<file path="config.mk">
export PLATFORM = sky130hd
export DESIGN_NAME = pgtmap_walk
export DESIGN_NICKNAME = d
export VERILOG_FILES = /design/src/rtl/pgtmap_pkg.sv /design/src/rtl/pgtmap_walk.sv
export SDC_FILE = /design/constraint.sdc
export NUM_CORES = 1
export LEC_CHECK = 0
export BUFFER_PORTS_ARGS = -buffer_cell sky130_fd_sc_hd__buf_2
export CAP_MARGIN = 25
export CORE_MARGIN = 2
export CORE_UTILIZATION = 59
export CTS_BUF_LIST = sky130_fd_sc_hd__clkbuf_2
export DETAILED_ROUTE_END_ITERATION = 10
export PLACE_DENSITY = 0.92
export SYNTH_ARGS = -nofsm -noshare
export SYNTH_HDL_FRONTEND = slang
export SYNTH_SLANG_ARGS = --single-unit
</file>
<file path="constraint.sdc">
create_clock -name clk_i -period 14.4 [get_ports clk_i]
set_input_delay 2.88 -clock clk_i [delete_from_list [all_inputs] [get_ports clk_i]]
set_output_delay 2.88 -clock clk_i [all_outputs]
set_load 0.05 [all_outputs]
</file>
<file path="src/rtl/pgtmap_pkg.sv">
package pgtmap_pkg;

  // Field widths
  localparam int unsigned VaW       = 48;
  localparam int unsigned PaW       = 52;
  localparam int unsigned FlagW     = 12;
  localparam int unsigned EntryW    = 64;
  localparam int unsigned StatusW   = 2;
  localparam int unsigned FramesW   = 5;
  localparam int unsigned IdxW      = 9;
  localparam int unsigned PageShift = 12;
  localparam int unsigned VpnW      = VaW - PageShift;   // 36: va bits 47..12
  localparam int unsigned BaseW     = PaW - PageShift;   // 40: pool base page number

  // Stream beat widths
  localparam int unsigned STdataW = 112;  // va, pa, page_flags
  localparam int unsigned MTdataW = 72;   // status, leaf, frames_used, pad

  // Config port
  localparam int unsigned CfgIdxW  = 1;
  localparam int unsigned CfgDataW = 52;
  localparam logic [CfgIdxW-1:0] REG_POOL_BASE   = 1'd0;
  localparam logic [CfgIdxW-1:0] REG_ENTRY_FLAGS = 1'd1;

  localparam logic [FlagW-1:0] ENTRY_FLAGS_RST = 12'h007;

  // Request kinds (tuser)
  localparam logic REQ_MAP    = 1'b0;
  localparam logic REQ_LOOKUP = 1'b1;

  // Result status
  typedef enum logic [StatusW-1:0] {
    ST_OK       = 2'd0,
    ST_NO_FRAME = 2'd1,
    ST_ABSENT   = 2'd2,
    ST_OUTSIDE  = 2'd3
  } status_e;

  // Memory command from walker to table store
  typedef struct packed {
    logic rd_en;
    logic wr_en;
  } mem_cmd_t;

endpackage

</file>
<file path="src/rtl/pgtmap_walk.sv">
module pgtmap_walk #(
  parameter int unsigned TABLE_FRAMES = 16
) (
  input  logic                                 clk_i,
  input  logic                                 rst_ni,
  // config
  input  logic [pgtmap_pkg::BaseW-1:0]         pool_page_i,
  input  logic [pgtmap_pkg::FlagW-1:0]         entry_flags_i,
  // request
  input  logic                                 req_valid_i,
  output logic                                 req_ready_o,
  input  logic                                 req_lookup_i,
  input  logic [pgtmap_pkg::VaW-1:0]           req_va_i,
  input  logic [pgtmap_pkg::PaW-1:0]           req_pa_i,
  input  logic [pgtmap_pkg::FlagW-1:0]         req_flags_i,
  // result
  output logic                                 res_valid_o,
  input  logic                                 res_ready_i,
  output pgtmap_pkg::status_e                  res_status_o,
  output logic [pgtmap_pkg::EntryW-1:0]        res_leaf_o,
  output logic [pgtmap_pkg::FramesW-1:0]       res_frames_o,
  // table store
  output pgtmap_pkg::mem_cmd_t                 mem_cmd_o,
  output logic [$clog2(TABLE_FRAMES*512)-1:0]  mem_addr_o,
  output logic [pgtmap_pkg::EntryW-1:0]        mem_wdata_o,
  input  logic [pgtmap_pkg::EntryW-1:0]        mem_rdata_i,
  input  logic                                 clr_busy_i
);

  localparam int unsigned FrameW  = $clog2(TABLE_FRAMES);
  localparam int unsigned CountW  = $clog2(TABLE_FRAMES + 1);
  localparam int unsigned DiffW   = pgtmap_pkg::EntryW - pgtmap_pkg::PageShift + 1;
  localparam int unsigned BaseWp1 = pgtmap_pkg::BaseW + 1;

  localparam logic [1:0] S_IDLE = 2'd0;
  localparam logic [1:0] S_READ = 2'd1;
  localparam logic [1:0] S_EVAL = 2'd2;
  localparam logic [1:0] S_DONE = 2'd3;

  localparam logic [1:0] LEAF_LVL = 2'd3;

  logic [1:0]                     state_q, state_d;
  logic [1:0]                     lvl_q, lvl_d;
  logic [FrameW-1:0]              frame_q, frame_d;
  logic [CountW-1:0]              next_free_q, next_free_d;
  logic                           lookup_q;
  logic [pgtmap_pkg::VpnW-1:0]    vpn_q;
  logic [pgtmap_pkg::PaW-1:0]     pa_q;
  logic [pgtmap_pkg::FlagW-1:0]   pflags_q;
  pgtmap_pkg::status_e            status_q, status_d;
  logic [pgtmap_pkg::EntryW-1:0]  leaf_q, leaf_d;
  logic                           out_valid_q, out_valid_d;
  pgtmap_pkg::status_e            out_status_q;
  logic [pgtmap_pkg::EntryW-1:0]  out_leaf_q;
  logic [pgtmap_pkg::FramesW-1:0] out_frames_q;

  logic                           accept;
  logic                           out_load;
  logic [pgtmap_pkg::IdxW-1:0]    slot_idx;
  logic [DiffW-1:0]               diff;
  logic                           outside;
  logic [BaseWp1-1:0]             new_page;
  logic [pgtmap_pkg::EntryW-1:0]  new_entry;
  logic [pgtmap_pkg::EntryW-1:0]  leaf_entry;

  assign accept   = req_valid_i & req_ready_o;
  assign out_load = (state_q == S_DONE) & (~out_valid_q | res_ready_i);

  assign req_ready_o = (state_q == S_IDLE) & ~clr_busy_i;

  // Table index for the current level
  always_comb begin
    case (lvl_q)
      2'd0:    slot_idx = vpn_q[35:27];
      2'd1:    slot_idx = vpn_q[26:18];
      2'd2:    slot_idx = vpn_q[17:9];
      default: slot_idx = vpn_q[8:0];
    endcase
  end

  assign mem_addr_o = {frame_q, slot_idx};

  // Pointer check: entry page minus pool page, borrow means below the pool
  assign diff    = {1'b0, mem_rdata_i[pgtmap_pkg::EntryW-1:pgtmap_pkg::PageShift]}
                   - DiffW'(pool_page_i);
  assign outside = diff[DiffW-1] | (diff[DiffW-2:0] >= (DiffW-1)'(TABLE_FRAMES));

  // New intermediate entry and leaf entry
  assign new_page   = BaseWp1'(pool_page_i) + BaseWp1'(next_free_q);
  assign new_entry  = {11'd0, new_page, entry_flags_i};
  assign leaf_entry = {12'd0, pa_q} | {52'd0, pflags_q};

  // Walk sequencer
  always_comb begin
    state_d         = state_q;
    lvl_d           = lvl_q;
    frame_d         = frame_q;
    next_free_d     = next_free_q;
    status_d        = status_q;
    leaf_d          = leaf_q;
    mem_cmd_o.rd_en = 1'b0;
    mem_cmd_o.wr_en = 1'b0;
    mem_wdata_o     = new_entry;

    unique case (state_q)
      S_IDLE: begin
        if (accept) begin
          lvl_d    = 2'd0;
          frame_d  = '0;
          status_d = pgtmap_pkg::ST_OK;
          leaf_d   = '0;
          state_d  = S_READ;
        end
      end
      S_READ: begin
        mem_cmd_o.rd_en = 1'b1;
        state_d         = S_EVAL;
      end
      S_EVAL: begin
        if (lvl_q == LEAF_LVL) begin
          if (lookup_q == pgtmap_pkg::REQ_LOOKUP) begin
            leaf_d = mem_rdata_i;
          end else begin
            mem_cmd_o.wr_en = 1'b1;
            mem_wdata_o     = leaf_entry;
            leaf_d          = leaf_entry;
          end
          state_d = S_DONE;
        end else if (mem_rdata_i[0]) begin
          // present: follow the pointer
          if (outside) begin
            status_d = pgtmap_pkg::ST_OUTSIDE;
            state_d  = S_DONE;
          end else begin
            frame_d = diff[FrameW-1:0];
            lvl_d   = lvl_q + 2'd1;
            state_d = S_READ;
          end
        end else if (lookup_q == pgtmap_pkg::REQ_LOOKUP) begin
          status_d = pgtmap_pkg::ST_ABSENT;
          state_d  = S_DONE;
        end else if (next_free_q >= CountW'(TABLE_FRAMES)) begin
          status_d = pgtmap_pkg::ST_NO_FRAME;
          state_d  = S_DONE;
        end else begin
          // absent on map: link the next zeroed frame
          mem_cmd_o.wr_en = 1'b1;
          frame_d         = next_free_q[FrameW-1:0];
          next_free_d     = next_free_q + CountW'(1);
          lvl_d           = lvl_q + 2'd1;
          state_d         = S_READ;
        end
      end
      S_DONE: begin
        if (out_load) begin
          state_d = S_IDLE;
        end
      end
      default: state_d = S_IDLE;
    endcase
  end

  // Output register
  always_comb begin
    out_valid_d = out_valid_q;
    if (res_ready_i) begin
      out_valid_d = 1'b0;
    end
    if (out_load) begin
      out_valid_d = 1'b1;
    end
  end

  always_ff @(posedge clk_i or negedge rst_ni) begin
    if (!rst_ni) begin
      state_q     <= S_IDLE;
      lvl_q       <= '0;
      frame_q     <= '0;
      next_free_q <= CountW'(1);
      status_q    <= pgtmap_pkg::ST_OK;
      out_valid_q <= 1'b0;
    end else begin
      state_q     <= state_d;
      lvl_q       <= lvl_d;
      frame_q     <= frame_d;
      next_free_q <= next_free_d;
      status_q    <= status_d;
      out_valid_q <= out_valid_d;
    end
  end

  // Payload registers
  always_ff @(posedge clk_i) begin
    leaf_q <= leaf_d;
    if (accept) begin
      lookup_q <= req_lookup_i;
      vpn_q    <= req_va_i[pgtmap_pkg::VaW-1:pgtmap_pkg::PageShift];
      pa_q     <= req_pa_i;
      pflags_q <= req_flags_i;
    end
    if (out_load) begin
      out_status_q <= status_q;
      out_leaf_q   <= (status_q == pgtmap_pkg::ST_OK) ? leaf_q : '0;
      out_frames_q <= pgtmap_pkg::FramesW'(next_free_q);
    end
  end

  assign res_valid_o  = out_valid_q;
  assign res_status_o = out_status_q;
  assign res_leaf_o   = out_leaf_q;
  assign res_frames_o = out_frames_q;

endmodule

</file>
After elaboration in Yosys (flattened, before gate mapping)
Cells that the tools add are included.

Bits in registers: 252. Output and inout port bits: 152. Logic and storage cells: 102.

$add $sub $neg: 4. $lt $le $gt $ge: 2. Equality and inequality tests: 15. Multiplexer cells: 45. Bitwise logic cells: 12. Reductions and logical operators: 10.

Operator list (count): $mux W64 (3); $mux W53 (3); $pmux W64 S2 (1); $sub A52 B40 Y53 (1); $ge A52 B5 Y1 const B (1); $or A52 B12 Y52 (1); $add A40 B5 Y41 (1); $mux W2 (18); $pmux W9 S3 (1); $mux W4 (6); $ne A3 B3 Y1 const B (4); $reduce_and A5 Y1 (2); $mux W1 (9); $eq A2 B2 Y1 const B (4); $ne A2 B2 Y1 const B (4); $pmux W2 S2 (2); $pmux W2 S4 (1); $pmux W4 S2 (1); $logic_not A2 Y1 (3); $not A1 Y1 (6); $reduce_and A6 Y1 (1); $add A5 B1 Y5 const B (1); $ge A5 B5 Y1 const B (1); $eq A2 B1 Y1 const B (2); 7 further kinds (11).

Longest topological paths before layout
Depth after elaboration: 7. Mapped depth: 16.

Least setup slack after synthesis
OpenSTA, ideal clock, no wires.

Path type: in2reg. Start point: input port clr_busy_i. End point: register leaf_q[0] (netlist bit) (enable). Library setup time: 0.421 ns. Arrival time: 11.446 ns. Path slack: 2.533 ns. Cell stages on the path: 3. Buffers on the path: 0. Cell sequence: nand2b_1 nor3_1 a21o_1.

Longest elaborated chain between the ends: 5.

RTL lines: start: declaration (RTL line pgtmap_walk.sv:27) `input logic clr_busy_i`; $not A1 Y1 (RTL line pgtmap_walk.sv:69) `assign req_ready_o = (state_q == S_IDLE) & ~clr_busy_i;`; $and A1 B1 Y1 (RTL line pgtmap_walk.sv:69); $and A1 B1 Y1 (RTL line pgtmap_walk.sv:66) `assign accept = req_valid_i & req_ready_o;`; named net accept (RTL line pgtmap_walk.sv:57) `logic accept;`; $ne A2 B2 Y1 (no source line); $reduce_and A3 Y1 (no source line); end signal: assignment (RTL line pgtmap_walk.sv:194) `leaf_q <= leaf_d;`; end: declaration (RTL line pgtmap_walk.sv:51) `logic [pgtmap_pkg::EntryW-1:0] leaf_q, leaf_d;`.

The timed path passes the listed nets, and every way through them passes these cells. A chain may end at the register's enable or synchronous reset.

Worst setup path in the final report
Start point: input port pool_page_i[0] (netlist bit). End point: output port mem_wdata_o[50] (netlist bit).

Longest elaborated chain between the ends: 4.

RTL lines: start: declaration (RTL line pgtmap_walk.sv:7) `input logic [pgtmap_pkg::BaseW-1:0] pool_page_i,`; $add A40 B5 Y41 (*) (RTL line pgtmap_walk.sv:89) `assign new_page = BaseWp1'(pool_page_i) + BaseWp1'(next_free_q);`; $mux W53 (RTL line pgtmap_walk.sv:121) `if (lookup_q == pgtmap_pkg::REQ_LOOKUP) begin`; $mux W53 (RTL line pgtmap_walk.sv:120) `if (lvl_q == LEAF_LVL) begin`; $mux W53 (*) (RTL line pgtmap_walk.sv:105) `unique case (state_q)`; end: declaration (RTL line pgtmap_walk.sv:25) `output logic [pgtmap_pkg::EntryW-1:0] mem_wdata_o,`.

Mark *: on every way between the ends. The rest lies on a longest branch, timed or not.

==> results by group <==
Timing
  • Hold slack: 0.503 ns
  • RSZ-0062 raised after global routing: no
  • Setup TNS Final: 0 ns
  • Clk_skew: 0.0506 ns
  • PnR worst setup slack: 4.80 ns
  • Final period util: 66.7%
  • Final setup violation count: 0
  • Slew Viols, Final: 0
  • Max_slew headroom: 33.0%
  • Least-Margin Pin Slew: 1.00 ns
  • F_max: 104 MHz
  • Min Tclk post-route: 9.60 ns
  • Hold Vio Cnt, Final: 0

Job
  • Max_cap viols: 0

Worst setup path
  • CP arrival: 6.72 ns
  • Startpoint types: input pin
  • Worst R2R Setup Slack: 11.59 ns
  • Reg2Reg Depth: 5
  • Setup CP Type: input pin to primary output
  • Max FO, Critical Path: 6
  • FF-to-FF Start: lvl_q[0]
  • R2R Path End: lvl_q[0]
  • Setup crit end kind: primary output
  • CP required: 11.52 ns

Synth
  • Mapped cell area: 14400 sq um
  • Synth Area per Inst: 10.2 sq um
  • Yosys cell types: 78
  • FF+latch count, synth: 252
  • Yosys warnings: 0
  • Commonest register cell after synthesis: edfxtp_1
  • Number of flops mapped to enable cells by yosys: 236
  • Post-synth ARST share: 6.35%
  • Post-synthesis sequential area ratio: 51.9%
  • Post-synthesis cell count: 1420

Final layout
  • Commonest non-fill, non-tap cells in the layout: buf_2 (362), edfxtp_1 (236), nor2_1 (169)
  • Layout cell share with drive strength beyond 1: 27.4%
  • Commonest non-fill, non-tap cell in the layout: buf_2
  • Core Util, Final: 70.2%
  • Final Non-Filler Cells: 2157
  • # nets final: 2069
  • Area growth from synthesis to layout: 17.7%
  • Final Cell Area: 17000 sq um

Worst hold path
  • Hold path startpoint: frame_q[2]
  • Hold Crit Class: flop to flop
  • Hold Path Stages: 1
  • Hold endpoint: frame_q[2]

Placement
  • Post-DP HPWL: 31700 um
  • Placed cell count: 2045
  • Number of port buffers: 362
  • Post-DP Area: 16400 sq um
  • GP Congestion: 0.955
  • Pre-CTS setup slack: 4.87 ns

Route
  • Pre-antenna DRT Iters: 6
  • Vias post-DR: 12600
  • DR DRC count: 0
  • DRT iter0 DRCs: 1161
  • Detail Route Antenna Nets: 0
  • Vias per cell: 5.86
  • Routed length per placed instance: 19.6 um
  • Post-Route WL: 42300 um

Global route
  • Gr ovfl total: 0
  • Number of global-route vias before repair: 12400
  • Total track usage: 32.2%
  • Initial antenna violation count: 3
  • Largest net degree at the start of global routing: 105
  • First-pass GRT wire length: 65000 um

Clocking
  • # hold bufs at CTS: 0
  • Clk sinks: 252
  • Clk Tree Root Cell: clkbuf_2
  • Postcts setup bufs: 0
  • CTS tree: done
  • Clk buf depth: 3
  • Reg clk slew, reported paths: 0.11 ns
  • CTS buffer count: 59
  • Clock Latency Late Sink: 0.89 ns
  • Resize count post-CTS: 0
  • H-tree depth: 2

Floorplan
  • Core area: 24200 sq um
  • Initial Utilization: 59.7%
  • Die X: 160 um
  • Ports: 386
  • Die ar.: 25700 sq um
  • Die Y-Extent: 160 um
  • Row cnt: 57

Run status
  • Status: complete, no violations

Power
  • Final Total Pwr: 2.67 mW
  • Power Density: 157 nW/um^2
  • VDD IR max: 0.0939 mV
  • Leak pwr: 7.05 nW
## worst max-delay path by stage
stage	from	to	cells after the start
final	pool_page_i[0]	mem_wdata_o[50]	16
after floorplan	clr_busy_i	leaf_q[0]	3
after detailed placement	pool_page_i[1]	mem_wdata_o[51]	14
after global routing	pool_page_i[0]	mem_wdata_o[50]	16
after CTS	pool_page_i[0]	mem_wdata_o[50]	16
after global placement	pool_page_i[1]	mem_wdata_o[49]	14
## critical path, stage by stage
cell      delay, ns
buf_2          0.10
ha_1           0.20
inv_1          0.09
fa_1           0.43
nor2b_1        0.14
o21ai_0        0.12
a21oi_1        0.26
o21ai_1        0.23
nor3_1         0.47
and3_1         0.31
nand2b_1       0.21
or3_1          0.46
nor4_1         0.25
xnor2_1        0.09
o21ai_0        0.17
buf_2          0.30
## sequential cells by signal (all words and copies together) (netlist names)
signal and cells:
res_valid_o 1, vpn_q 36, status_q 2, state_q 2, pa_q 52, lvl_q 2
res_status_o 2, lookup_q 1, next_free_q 5, res_frames_o 5, pflags_q 12, res_leaf_o 64
leaf_q 64, frame_q 4
## layout make-up
cell class	count	area (sq um)
well taps	324	405
repair buffers	371	1900
flip-flops and latches	252	7490
diodes	2	5.00
inverters	67	251
clock buffers	95	475
multi-input cells	1031	6390
fillers	1780	7190
clock inverters	15	70.1
## power by group
group	switching, mW	internal (mW)
registers	0.0624	1.00
logic	0.843	0.293
clock network	0.289	0.177
total	1.20	1.47
## routing by layer
metal,wire [um],up-vias,share of wire [%],GRT usage [%]
met5,13,-,0.031,0
met4,1270,2,3.0,11.2
met3,2890,107,6.8,4.98
met2,20500,606,49,54.8
met1,17600,6013,42,42.5
li1,-,5902,-,-
## kinds of logic (layout without fill, tap and decap cells)
group / Yosys count / after routing / synth area share [%]
XOR/XNOR: 54 / 54 / 3.28
AO/OA/AOI/OAI: 298 / 298 / 12.9
AND/OR/NAND/NOR: 552 / 552 / 18.4
flip-flops: 252 / 252 / 51.9
buffers and inverters: 147 / 548 / 4.34
other: 1 / 13 / 0.0260
multiplexers: 63 / 63 / 4.41
adder cells (fa/ha/maj): 53 / 53 / 4.70
## synth_stat cells (all sizes together), types with 4 or more instances
library cell  instances  area (sq um)
a32o                  5          50.1
nor2                171           642
edfxtp              236          7090
ha                   51           638
nor2b                 7          43.8
o21ai                89           449
a222oi                9          90.1
nor3                 35           175
nand2b               13          81.3
buf                  26           169
o21a                 14           105
o2111ai               4          35.0
o211ai               10          80.1
or3                  12          75.1
nand4                27           169
xnor2                48           420
a21o                  6          45.0
nor4                 20           153
inv                  67           251
dfrtp                15           375
mux2i                58           581
or2                   6          37.5
nand2               137           514
and3                 20           125
mux2                  5          56.3
a31oi                 7          43.8
xor2                  6          52.6
o31ai                 5          37.5
and2                 67           419
a21oi               101           509
a211oi               11          87.6
nand3                26           130
or4                   5          45.0
clkbuf               54           205
Note: power is estimated with default switching activity, not from simulation.
